[src/hw/rtl/abrms_pkg.sv]
package abrms_pkg;

  // Sample and result widths
  localparam int SAMPLE_W = 16;
  localparam int ROOT_W   = 16;
  localparam int SQ_W     = 31;   // a squared 16-bit magnitude fits in 31 bits

  // Configuration register file
  localparam int CFG_DATA_W = 32;
  localparam int CFG_ADDR_W = 3;
  localparam int LEN_CFG_W  = 11;
  localparam logic [CFG_ADDR_W-1:0] ADDR_BLOCK_LEN  = 3'd0;
  localparam logic [LEN_CFG_W-1:0]  BLOCK_LEN_RESET = 11'd160;

  // Back-end sequencer states
  typedef enum logic [1:0] {
    BK_IDLE,
    BK_DIV,
    BK_SQRT,
    BK_HOLD
  } bk_state_t;

endpackage

[src/hw/rtl/abrms_fifo.sv]
module abrms_fifo #(
  parameter int DATA_W = 8,
  parameter int DEPTH  = 2
) (
  input  logic              clk,
  input  logic              rst_n,
  input  logic              push,
  input  logic [DATA_W-1:0] push_data,
  output logic              full,
  input  logic              pop,
  output logic              not_empty,
  output logic [DATA_W-1:0] pop_data
);

  localparam int PTR_W = (DEPTH > 1) ? $clog2(DEPTH) : 1;
  localparam int CNT_W = $clog2(DEPTH + 1);

  logic [DATA_W-1:0] mem_r [DEPTH];
  logic [PTR_W-1:0]  wr_ptr_r, rd_ptr_r;
  logic [CNT_W-1:0]  cnt_r;

  assign full      = (cnt_r == CNT_W'(DEPTH));
  assign not_empty = (cnt_r != '0);
  assign pop_data  = mem_r[rd_ptr_r];

  // Store the incoming request
  always_ff @(posedge clk) begin
    if (push) begin
      mem_r[wr_ptr_r] <= push_data;
    end
  end

  // Advance pointers and occupancy
  always_ff @(posedge clk) begin
    if (!rst_n) begin
      wr_ptr_r <= '0;
      rd_ptr_r <= '0;
      cnt_r    <= '0;
    end else begin
      if (push) begin
        wr_ptr_r <= (wr_ptr_r == PTR_W'(DEPTH - 1)) ? '0 : wr_ptr_r + 1'b1;
      end
      if (pop) begin
        rd_ptr_r <= (rd_ptr_r == PTR_W'(DEPTH - 1)) ? '0 : rd_ptr_r + 1'b1;
      end
      if (push && !pop) begin
        cnt_r <= cnt_r + 1'b1;
      end else if (pop && !push) begin
        cnt_r <= cnt_r - 1'b1;
      end
    end
  end

endmodule

[src/hw/rtl/abrms_front.sv]
module abrms_front
  import abrms_pkg::*;
#(
  parameter int LEN_W = 11,
  parameter int SUM_W = 41
) (
  input  logic                       clk,
  input  logic                       rst_n,
  input  logic                       clr,
  input  logic [LEN_W-1:0]           len,
  input  logic                       in_valid,
  output logic                       in_ready,
  input  logic signed [SAMPLE_W-1:0] in_sample,
  input  logic                       q_full,
  output logic                       push,
  output logic [SUM_W-1:0]           push_sum,
  output logic [LEN_W-1:0]           push_len,
  output logic signed [SAMPLE_W-1:0] push_min,
  output logic signed [SAMPLE_W-1:0] push_max
);

  logic [LEN_W-1:0]           cnt_r;
  logic [SUM_W-1:0]           sum_r;
  logic [SQ_W-1:0]            sq_r;
  logic                       sq_vld_r;
  logic                       close_r;
  logic signed [SAMPLE_W-1:0] min_r, max_r;

  logic                       accept;
  logic [SAMPLE_W-1:0]        mag;
  logic [2*SAMPLE_W-1:0]      sq_full;
  logic [LEN_W-1:0]           cnt_inc;
  logic [SUM_W-1:0]           sum_add;

  // Hold off while a closing block waits to be queued or the queue is full
  assign in_ready = !close_r && !q_full;
  assign accept   = in_valid && in_ready;

  // Square the magnitude; the register splits multiply from accumulate
  assign mag     = in_sample[SAMPLE_W-1] ? (~in_sample + 1'b1) : in_sample;
  assign sq_full = mag * mag;
  assign cnt_inc = cnt_r + 1'b1;
  assign sum_add = sum_r + SUM_W'(sq_r);

  // Queue the finished block in the cycle after its last sample
  assign push     = close_r;
  assign push_sum = sum_add;
  assign push_len = len;
  assign push_min = min_r;
  assign push_max = max_r;

  always_ff @(posedge clk) begin
    if (accept) begin
      sq_r <= sq_full[SQ_W-1:0];
    end
  end

  // Track block extremes; the first sample of a block loads both
  always_ff @(posedge clk) begin
    if (accept) begin
      if (cnt_r == '0) begin
        min_r <= in_sample;
        max_r <= in_sample;
      end else begin
        if (in_sample < min_r) min_r <= in_sample;
        if (in_sample > max_r) max_r <= in_sample;
      end
    end
  end

  // Count samples, accumulate squares, flag block close
  always_ff @(posedge clk) begin
    if (!rst_n) begin
      cnt_r    <= '0;
      sum_r    <= '0;
      sq_vld_r <= 1'b0;
      close_r  <= 1'b0;
    end else if (clr) begin
      cnt_r    <= '0;
      sum_r    <= '0;
      sq_vld_r <= 1'b0;
      close_r  <= 1'b0;
    end else begin
      sq_vld_r <= accept;
      if (close_r) begin
        sum_r <= '0;
      end else if (sq_vld_r) begin
        sum_r <= sum_add;
      end
      close_r <= 1'b0;
      if (accept) begin
        if (cnt_inc >= len) begin
          cnt_r   <= '0;
          close_r <= 1'b1;
        end else begin
          cnt_r <= cnt_inc;
        end
      end
    end
  end

endmodule

[src/hw/rtl/abrms_back.sv]
module abrms_back
  import abrms_pkg::*;
#(
  parameter int LEN_W = 11,
  parameter int SUM_W = 41
) (
  input  logic                       clk,
  input  logic                       rst_n,
  input  logic                       q_valid,
  output logic                       pop,
  input  logic [SUM_W-1:0]           q_sum,
  input  logic [LEN_W-1:0]           q_len,
  input  logic signed [SAMPLE_W-1:0] q_min,
  input  logic signed [SAMPLE_W-1:0] q_max,
  output logic                       out_valid,
  input  logic                       out_ready,
  output logic [ROOT_W-1:0]          out_rms_level,
  output logic signed [SAMPLE_W-1:0] out_min_sample,
  output logic signed [SAMPLE_W-1:0] out_max_sample
);

  localparam int STEP_W = $clog2(SUM_W);

  bk_state_t                  state_r, state_nxt;
  logic [SUM_W-1:0]           dvd_r, dvd_nxt;
  logic [LEN_W-1:0]           rem_r, rem_nxt;
  logic [LEN_W-1:0]           dsr_r, dsr_nxt;
  logic [STEP_W-1:0]          step_r, step_nxt;
  logic [ROOT_W-1:0]          root_r, root_nxt;
  logic [ROOT_W-1:0]          bit_r, bit_nxt;
  logic signed [SAMPLE_W-1:0] min_r, min_nxt;
  logic signed [SAMPLE_W-1:0] max_r, max_nxt;
  logic                       out_valid_r, out_valid_nxt;
  logic [ROOT_W-1:0]          out_rms_r, out_rms_nxt;
  logic signed [SAMPLE_W-1:0] out_min_r, out_min_nxt;
  logic signed [SAMPLE_W-1:0] out_max_r, out_max_nxt;

  logic [LEN_W:0]             trial_rem;
  logic [ROOT_W-1:0]          trial_root;
  logic [2*ROOT_W-1:0]        trial_sq;

  assign out_valid      = out_valid_r;
  assign out_rms_level  = out_rms_r;
  assign out_min_sample = out_min_r;
  assign out_max_sample = out_max_r;

  // One restoring-divide step and one square-root trial per cycle
  assign trial_rem  = {rem_r, dvd_r[SUM_W-1]};
  assign trial_root = root_r | bit_r;
  assign trial_sq   = trial_root * trial_root;

  always_ff @(posedge clk) begin
    if (!rst_n) begin
      state_r     <= BK_IDLE;
      out_valid_r <= 1'b0;
    end else begin
      state_r     <= state_nxt;
      out_valid_r <= out_valid_nxt;
    end
  end

  always_ff @(posedge clk) begin
    dvd_r     <= dvd_nxt;
    rem_r     <= rem_nxt;
    dsr_r     <= dsr_nxt;
    step_r    <= step_nxt;
    root_r    <= root_nxt;
    bit_r     <= bit_nxt;
    min_r     <= min_nxt;
    max_r     <= max_nxt;
    out_rms_r <= out_rms_nxt;
    out_min_r <= out_min_nxt;
    out_max_r <= out_max_nxt;
  end

  always_comb begin
    state_nxt     = state_r;
    dvd_nxt       = dvd_r;
    rem_nxt       = rem_r;
    dsr_nxt       = dsr_r;
    step_nxt      = step_r;
    root_nxt      = root_r;
    bit_nxt       = bit_r;
    min_nxt       = min_r;
    max_nxt       = max_r;
    out_rms_nxt   = out_rms_r;
    out_min_nxt   = out_min_r;
    out_max_nxt   = out_max_r;
    out_valid_nxt = out_valid_r && !out_ready;
    pop           = 1'b0;

    unique case (state_r)
      // Take the next block request from the queue
      BK_IDLE: begin
        if (q_valid) begin
          pop       = 1'b1;
          dvd_nxt   = q_sum;
          rem_nxt   = '0;
          dsr_nxt   = q_len;
          step_nxt  = STEP_W'(SUM_W - 1);
          min_nxt   = q_min;
          max_nxt   = q_max;
          state_nxt = BK_DIV;
        end
      end
      // Shift quotient bits into the dividend register
      BK_DIV: begin
        if (trial_rem >= {1'b0, dsr_r}) begin
          rem_nxt = LEN_W'(trial_rem - {1'b0, dsr_r});
          dvd_nxt = {dvd_r[SUM_W-2:0], 1'b1};
        end else begin
          rem_nxt = trial_rem[LEN_W-1:0];
          dvd_nxt = {dvd_r[SUM_W-2:0], 1'b0};
        end
        step_nxt = step_r - 1'b1;
        if (step_r == '0) begin
          root_nxt  = '0;
          bit_nxt   = {1'b1, {(ROOT_W-1){1'b0}}};
          state_nxt = BK_SQRT;
        end
      end
      // Keep each root bit whose square stays within the mean
      BK_SQRT: begin
        if (trial_sq <= {1'b0, dvd_r[SQ_W-1:0]}) begin
          root_nxt = trial_root;
        end
        bit_nxt = bit_r >> 1;
        if (bit_r[0]) begin
          state_nxt = BK_HOLD;
        end
      end
      // Load the output register once it is free
      BK_HOLD: begin
        if (!out_valid_r || out_ready) begin
          out_valid_nxt = 1'b1;
          out_rms_nxt   = root_r;
          out_min_nxt   = min_r;
          out_max_nxt   = max_r;
          state_nxt     = BK_IDLE;
        end
      end
      default: begin
        state_nxt = BK_IDLE;
      end
    endcase
  end

endmodule

[src/hw/rtl/audio_block_rms_meter.sv]
// Block RMS level meter for a stream of signed 16-bit PCM samples.
// Samples enter on in_valid/in_ready, one per cycle while in_ready is
// high. Every block of block_len samples (0 acts as 1, values above
// MAX_BLOCK saturate) yields one result on out_valid/out_ready: the floor
// square root of the floored mean square, plus the block's smallest and
// largest sample. The front accumulates squares and extremes at one
// sample per cycle while the queue has room, and holds off input in the
// cycle after a block's last sample to queue the block. The back divides
// bit-serially (one quotient bit per cycle over the sum width, 41 bits at
// MAX_BLOCK = 1024) and then finds the 16-bit root bit by bit. It takes a
// new block only after loading the last one's result; a 2-entry queue
// between front and back absorbs short blocks before in_ready drops.
// block_len is written through the cfg_ APB port at address 0; a write
// drops the block in progress. Reset sets block_len to 160 and clears
// all accumulators. When the receiver stalls, the result holds in the
// output register, the back waits with the next one, and the queue fills
// until the front stops taking samples.
module audio_block_rms_meter
  import abrms_pkg::*;
#(
  parameter int MAX_BLOCK = 1024
) (
  input  logic                         clk,
  input  logic                         rst_n,
  input  logic                         cfg_psel,
  input  logic                         cfg_penable,
  input  logic                         cfg_pwrite,
  input  logic [CFG_ADDR_W-1:0]        cfg_paddr,
  input  logic [CFG_DATA_W-1:0]        cfg_pwdata,
  output logic [CFG_DATA_W-1:0]        cfg_prdata,
  output logic                         cfg_pready,
  input  logic                         in_valid,
  output logic                         in_ready,
  input  logic signed [SAMPLE_W-1:0]   in_sample,
  output logic                         out_valid,
  input  logic                         out_ready,
  output logic [ROOT_W-1:0]            out_rms_level,
  output logic signed [SAMPLE_W-1:0]   out_min_sample,
  output logic signed [SAMPLE_W-1:0]   out_max_sample
);

  localparam int LEN_W   = $clog2(MAX_BLOCK + 1);
  localparam int SUM_W   = SQ_W + $clog2(MAX_BLOCK);
  localparam int CMP_W   = (LEN_W > LEN_CFG_W) ? LEN_W : LEN_CFG_W;
  localparam int ENTRY_W = SUM_W + LEN_W + 2 * SAMPLE_W;
  localparam int Q_DEPTH = 2;

  logic [LEN_CFG_W-1:0]       block_len_r;
  logic                       cfg_wr;
  logic [CMP_W-1:0]           len_ext;
  logic [LEN_W-1:0]           eff_len;

  logic                       push, q_full, q_valid, pop;
  logic [SUM_W-1:0]           push_sum, q_sum;
  logic [LEN_W-1:0]           push_len, q_len;
  logic signed [SAMPLE_W-1:0] push_min, push_max, q_min, q_max;
  logic [ENTRY_W-1:0]         push_data, pop_data;

  // Register write and readback
  assign cfg_pready = 1'b1;
  assign cfg_wr     = cfg_psel && cfg_penable && cfg_pwrite && cfg_pready &&
                      (cfg_paddr == ADDR_BLOCK_LEN);
  assign cfg_prdata = (cfg_paddr == ADDR_BLOCK_LEN) ?
                      CFG_DATA_W'(block_len_r) : '0;

  always_ff @(posedge clk) begin
    if (!rst_n) begin
      block_len_r <= BLOCK_LEN_RESET;
    end else if (cfg_wr) begin
      block_len_r <= cfg_pwdata[LEN_CFG_W-1:0];
    end
  end

  // Clamp the block length to 1..MAX_BLOCK
  assign len_ext = CMP_W'(block_len_r);
  always_comb begin
    priority if (len_ext == '0) begin
      eff_len = LEN_W'(1);
    end else if (len_ext > CMP_W'(MAX_BLOCK)) begin
      eff_len = LEN_W'(MAX_BLOCK);
    end else begin
      eff_len = LEN_W'(len_ext);
    end
  end

  abrms_front #(
    .LEN_W (LEN_W),
    .SUM_W (SUM_W)
  ) u_front (
    .clk       (clk),
    .rst_n     (rst_n),
    .clr       (cfg_wr),
    .len       (eff_len),
    .in_valid  (in_valid),
    .in_ready  (in_ready),
    .in_sample (in_sample),
    .q_full    (q_full),
    .push      (push),
    .push_sum  (push_sum),
    .push_len  (push_len),
    .push_min  (push_min),
    .push_max  (push_max)
  );

  assign push_data = {push_sum, push_len, push_min, push_max};
  assign {q_sum, q_len, q_min, q_max} = pop_data;

  abrms_fifo #(
    .DATA_W (ENTRY_W),
    .DEPTH  (Q_DEPTH)
  ) u_queue (
    .clk       (clk),
    .rst_n     (rst_n),
    .push      (push),
    .push_data (push_data),
    .full      (q_full),
    .pop       (pop),
    .not_empty (q_valid),
    .pop_data  (pop_data)
  );

  abrms_back #(
    .LEN_W (LEN_W),
    .SUM_W (SUM_W)
  ) u_back (
    .clk            (clk),
    .rst_n          (rst_n),
    .q_valid        (q_valid),
    .pop            (pop),
    .q_sum          (q_sum),
    .q_len          (q_len),
    .q_min          (q_min),
    .q_max          (q_max),
    .out_valid      (out_valid),
    .out_ready      (out_ready),
    .out_rms_level  (out_rms_level),
    .out_min_sample (out_min_sample),
    .out_max_sample (out_max_sample)
  );

endmodule
[config.mk]
export PLATFORM = sky130hd
export DESIGN_NAME = audio_block_rms_meter
export DESIGN_NICKNAME = d
export VERILOG_FILES = /design/src/hw/rtl/abrms_pkg.sv /design/src/hw/rtl/abrms_fifo.sv /design/src/hw/rtl/abrms_front.sv /design/src/hw/rtl/abrms_back.sv /design/src/hw/rtl/audio_block_rms_meter.sv
export SDC_FILE = /design/constraint.sdc
export NUM_CORES = 2
export LEC_CHECK = 0
export BUFFER_PORTS_ARGS = -buffer_cell sky130_fd_sc_hd__buf_2
export CORE_ASPECT_RATIO = 1.1
export CORE_MARGIN = 2
export CORE_UTILIZATION = 64
export CTS_CLUSTER_SIZE = 10
export DETAILED_ROUTE_END_ITERATION = 10
export HOLD_SLACK_MARGIN = 0.05
export PLACE_DENSITY = 0.89
export SYNTH_ARGS = -nofsm -noshare
export SYNTH_HDL_FRONTEND = slang
export SYNTH_SLANG_ARGS = --single-unit
export TNS_END_PERCENT = 100
[constraint.sdc]
create_clock -name clk -period 10.5 [get_ports clk]
set_clock_uncertainty 0.05 [all_clocks]
set_input_delay 1.05 -clock clk [delete_from_list [all_inputs] [get_ports clk]]
set_output_delay 1.05 -clock clk [all_outputs]
set_load 0.02 [all_outputs]
# After elaboration in Yosys (flattened, before gate mapping)
# Memory sizes are Yosys's and may differ from the RTL's. A register that Yosys moved wholly into a read port is not among the register bits.
# Index checks and enable logic that the tools add are counted.
totals:
  reg_bits: 316
  ramBits: 168
  inputBits: 58
  output_inout_bits: 83
  memories: 1
memory_table:
  columns: ["name", "depth", "word_bits", "rd", "rd_clocked_by_memory_dff", "write_ports", "line_no", "text"]
  rows:
  - ["u_queue.mem_r", 2, 84, 1, 1, 1, "abrms_fifo.sv:18", "logic [DATA_W-1:0] mem_r [DEPTH];"]
op_classes:
  add_sub_neg: 9
  multipliers: 2
  n_lt_le_gt_ge: 6
  n_eq_ne: 9
  n_mux: 40
  bitwise_logic: 4
  reduce_logical: 36
ops:
  columns: ["op", "n"]
  rows:
  - ["2-to-1 mux 16 bit", 8]
  - ["case mux 41 bit (2 select lines)", 1]
  - ["2-to-1 mux 11 bit", 6]
  - ["case mux 16 bit (2 select lines)", 2]
  - ["adder 41 x 31 -> 41 bit", 1]
  - ["2-to-1 mux 41 bit", 1]
  - ["<= comparator 32 x 31 -> 1 bit", 1]
  - ["multiplier 16 x 16 -> 32 bit", 1]
  - ["multiplier 16 x 16 -> 31 bit", 1]
  - ["logical NOT 11 bit", 2]
  - ["case mux 11 bit (2 select lines)", 1]
  - ["adder 16 x 1 -> 16 bit (second input constant)", 1]
  - ["> comparator 16 bit", 1]
  - ["less-than comparator 16 bit", 1]
  - ["NOT 16 bit", 1]
  - ["OR 16 bit", 1]
  - ["greater-or-equal comparator 12 x 11 -> 1 bit", 1]
  - ["2-to-1 mux 1 bit", 12]
  - ["2-to-1 mux 2 bit", 6]
  - ["case mux 6 bit (2 select lines)", 1]
  - ["AND reduction 2 bit", 6]
  - ["nonzero test 2 bit", 6]
  - ["adder 11 x 1 -> 11 bit (second input constant)", 1]
  - ["greater-or-equal comparator 11 bit", 1]
  - ["other kinds (23)", 42]

# Logic depth before layout (Yosys ltp)
depth:
  word_depth: 6
  ltp_mapped: 35
  ltp_nobuf: 35

# By module
# Synthesis repeated with hierarchy kept, for this count alone.
hier_totals:
  hier_cells: 3271
  hier_area_um2: 36660.2
by_module_without_submodules:
  columns: ["module", "n_inst", "cells_per_inst", "area_each_um2"]
  rows:
  - ["abrms_back", 1, 1379, 15190.8]
  - ["abrms_front", 1, 1506, 14128.6]
  - ["abrms_fifo", 1, 283, 6522.5]
  - ["audio_block_rms_meter", 1, 103, 818.3]

# Least setup slack after synthesis
# Ideal clock, no wire load.
synth_timing:
  path_kind: "reg2reg"
  startpoint: "register u_back.bit_r[3]"
  endpoint: "register u_back.root_r[0] (enable)"
  setup_time_ps: 394
  t_arrival_ps: 8446
  slack_ps: 1610
  stages_incl_launch_ff: 35
  path_buffers: 0
  period_less_slack_ps: 8890
  path_cell_list: "edfxtp_1 nor2_1 clkinv_1 nand2_1 inv_1 fa_1 inv_1 fa_1 inv_1 fa_1 inv_1 fa_1 inv_1 fa_1 inv_1 fa_1 inv_1 ha_1 nand2_1 nor2_1 a211oi_1 o21ai_0 a31o_2 a21o_1 a21o_1 a21oi_1 xnor2_1 ha_1 a21o_1 a21oi_1 o21ai_0 a221o_1 a2111oi_0 o31ai_1 a21oi_1"
synth_via:
  elab_chain_cells: 5
synth_lines:
  columns: ["element", "line_no", "text"]
  rows:
  - ["from (decl)", "abrms_back.sv:30", "logic [ROOT_W-1:0] bit_r, bit_nxt;"]
  - ["from (signal assigned)", "abrms_back.sv:68", "bit_r <= bit_nxt;"]
  - ["OR 16 bit", "abrms_back.sv:49", "assign trial_root = root_r | bit_r;"]
  - ["net u_back.trial_root[3]", "abrms_back.sv:39", "logic [ROOT_W-1:0] trial_root;"]
  - ["multiplier 16 x 16 -> 32 bit", "abrms_back.sv:50", "assign trial_sq = trial_root * trial_root;"]
  - ["<= comparator 32 x 31 -> 1 bit", "abrms_back.sv:124", "if (trial_sq <= {1'b0, dvd_r[SQ_W-1:0]}) begin"]
  - ["!= test 2 x 1 -> 1 bit (no line)", null, null]
  - ["AND reduction 3 bit (no line)", null, null]
  - ["to (signal assigned)", "abrms_back.sv:67", "root_r <= root_nxt;"]
  - ["to (decl)", "abrms_back.sv:29", "logic [ROOT_W-1:0] root_r, root_nxt;"]
# The timed path passes the listed nets, and every way through them passes these cells.
# A chain may end at the register's enable or synchronous reset.

# Worst setup path after layout
layout_timing:
  startpoint: "register u_back.bit_r[0]"
  endpoint: "register u_back.root_r[10] (enable)"
layout_via:
  elab_chain_cells: 5
layout_lines:
  columns: ["element", "line_no"]
  rows:
  - ["OR 16 bit", "abrms_back.sv:49"]
  - ["multiplier 16 x 16 -> 32 bit", "abrms_back.sv:50"]
  - ["<= comparator 32 x 31 -> 1 bit", "abrms_back.sv:124"]
  - ["!= test 2 x 1 -> 1 bit (no line)", null]
  - ["AND reduction 3 bit (no line)", null]
# Every way passes these cells.

==> flow_summary.json <==
{
  "grt_max_degree": 87,
  "dp_slack_ns": 0.9020,
  "r2r_start": "u_back.bit_r[0]",
  "setup_viol": 0,
  "fp.dieArea_sq_um": 57810,
  "globalRouteMet2Util_pct": 50.95,
  "dp_hpwl_mm": 57.14,
  "hp-class": "flop to flop",
  "num_antenna_cells": 0,
  "ctsHoldBuffers": 0,
  "r2r-end": "u_back.root_r[10]",
  "r2r_slack_ns": 1.12,
  "grt-ovfl-total": 0,
  "min_period_ns": 9.377,
  "grt_pass1_vias": 26304,
  "antenna_found_initial": 1,
  "htreeDepth": 2,
  "ys_seq_elements": 484,
  "status": "completed",
  "layout_worst_path_cycle_share_pct": 89.30,
  "wl_per_cell_microns": 19.07,
  "core_area_sq_um": 55070,
  "first_iter_violations": 2230,
  "synthCells": 3307,
  "gp_congestion": 0.9327,
  "crit_family": "adder cells",
  "dieWidth_microns": 229.4,
  "drv_cap": 0,
  "cts_buffers": 55,
  "r2r_cells": 33,
  "synth_async_sr_flop_share_pct": 0,
  "rsz0062_at_grt": "false",
  "vias_per_cell": 5.889,
  "tns_ns": 0,
  "final_cell_mix": "inv_1 (564), edfxtp_1 (411), fa_1 (327)",
  "critPathMaxStageDelay_ns": 0.64,
  "slowest_stage": "a211oi_1",
  "drive_above_1_share_pct": 8.082,
  "dpl_cell_area_sq_um": 37150,
  "synth.top_cell.area_share_pct": 34.50,
  "vias": 24812,
  "core.rowCount": 90,
  "synth_area_sq_um": 35770,
  "critPathRequiredTime_ns": 10.72,
  "ys_seq_area_share_pct": 38.58,
  "endpoint": "u_back.root_r[10]",
  "tightest_slew_ns": 1.231,
  "synth_edf_count": 411,
  "final_common_cell": "inv_1",
  "initial_core_util_pct": 64.97,
  "drt-pass1-iter-count": 6,
  "finalMaxSlewViolations": 0,
  "postLayoutCellArea_sq_um": 38760,
  "clk_path_buf_depth": 3,
  "die_y_microns": 252.0,
  "drt_wl_total_mm": 80.34,
  "io_pins": 141,
  "final_nets": 4128,
  "crit_type": "flop to flop",
  "clockRootBuffer": "clkbuf_16",
  "synth_ff_type": "edfxtp_1",
  "numPortBuffers": 97,
  "slew_headroom_pct": 17.50,
  "cts_tree": "done",
  "use_met1_pct": 33.02,
  "gr-usage-all-layers_pct": 28.30,
  "timing.fmax_mhz": 106.6,
  "yosysWarnings": 0,
  "syn_avg_cell_area_sq_um": 10.82,
  "grt_util_met3_pct": 4.069,
  "cp_num_buf_inv": 5,
  "yosys-top-cells-area": "edfxtp_1 (34%), fa_1 (18%), ha_1 (11%), inv_1 (5.9%), dfxtp_1 (4.1%)",
  "cts_resized": 0,
  "crit_path_start_kind": "flop",
  "drc_errors": 0,
  "arrival_ns": 9.60,
  "worstPathMaxFanout": 16,
  "cts_setup_buffers": 0,
  "synth_cell_types": 73,
  "path_depth": 33,
  "ant_nets": 0,
  "setup_slack_ns": 1.123,
  "worst_setup_path_end_kind": "flop",
  "path_clk_slew_ns": 0.06,
  "nFillCells": 3417,
  "timing_hold_violations_final": 0,
  "grt.busiest_layer": "met2",
  "yosysTopAreaCell": "edfxtp_1",
  "worstSetupStartpoint": "u_back.bit_r[0]",
  "clk_latency_ns": 0.60,
  "cts_sinks": 484,
  "grt_pass1_wl_mm": 130.7,
  "syn2layout_area_growth_pct": 8.334
}
==> per-stage QoR <==
step           cells  hold slack [ns]  utilization, %
2_1_floorplan   3339           0.3503               -
6_report        4213           0.3662           70.38
5_1_grt         4213           0.3701           70.38
3_5_place_dp    4111           0.3554           67.47
4_1_cts         4213           0.3667           70.38
3_3_place_gp    4111           0.3528           67.47
==> area by class of cell <==
cell class | count | area (sq um) | area share [%]
clock inverter | 4 | 43.79 | 0.1130
multi-input combinational | 2175 | 19470 | 50.25
clock buffer | 98 | 1558 | 4.019
inverter | 581 | 2181 | 5.627
timing repair buffer | 135 | 770.7 | 1.989
tap | 736 | 920.9 | 2.376
sequential | 484 | 13810 | 35.63
==> cells in the mapped netlist (56+ instances only) <==
library cell / count
inv_1: 564
edfxtp_1: 411
fa_1: 327
ha_1: 311
nor2_1: 293
nand2_1: 275
a21oi_1: 112
o21ai_0: 103
xnor2_1: 93
mux2i_1: 75
dfxtp_1: 73
clkbuf_1: 57
a21o_1: 56
xor2_1: 56
==> per-layer routing <==
layer	up-vias	share of wire [%]
li1	11148	-
met1	12068	36
met2	1246	52
met3	350	6.9
met4	0	5.3
met5	-	0
==> sequential cells by signal, indices dropped and copies added (netlist names), 30 cells and up, named ones only <==
signal         cells
u_front.sum_r     41
u_queue.mem_r    168
u_front.sq_r      30
u_back.dvd_r      41
==> how the worst min path moves through the flow <==
stage	startpoint	end	slack (ns)	cells past startpoint
6_report	u_back.min_r[10]	u_back.out_min_sample[10]	0.37	0
5_1_grt	u_back.min_r[10]	u_back.out_min_sample[10]	0.37	0
4_1_cts	u_back.min_r[10]	u_back.out_min_sample[10]	0.37	0
3_5_place_dp	u_back.max_r[8]	u_back.out_max_sample[8]	0.36	0
3_3_place_gp	u_back.min_r[7]	u_back.out_min_sample[7]	0.35	0
2_1_floorplan	u_back.max_r[0]	u_back.out_max_sample[0]	0.35	0
==> cells by family (layout without fill, tap and decap cells) <==
logic type	after synthesis	in the layout	synth area share, %
compound gates	416	416	7.345
xor+xnor	151	151	3.739
fa+ha+maj	638	638	29.18
buf+inv	680	818	7.418
flops	484	484	38.58
mux	119	119	3.484
other cells	2	34	0.02099
simple gates	817	817	10.23
Power is not shown: default switching activity piles up to over one toggle a cycle in this logic, so the estimate is an artifact.
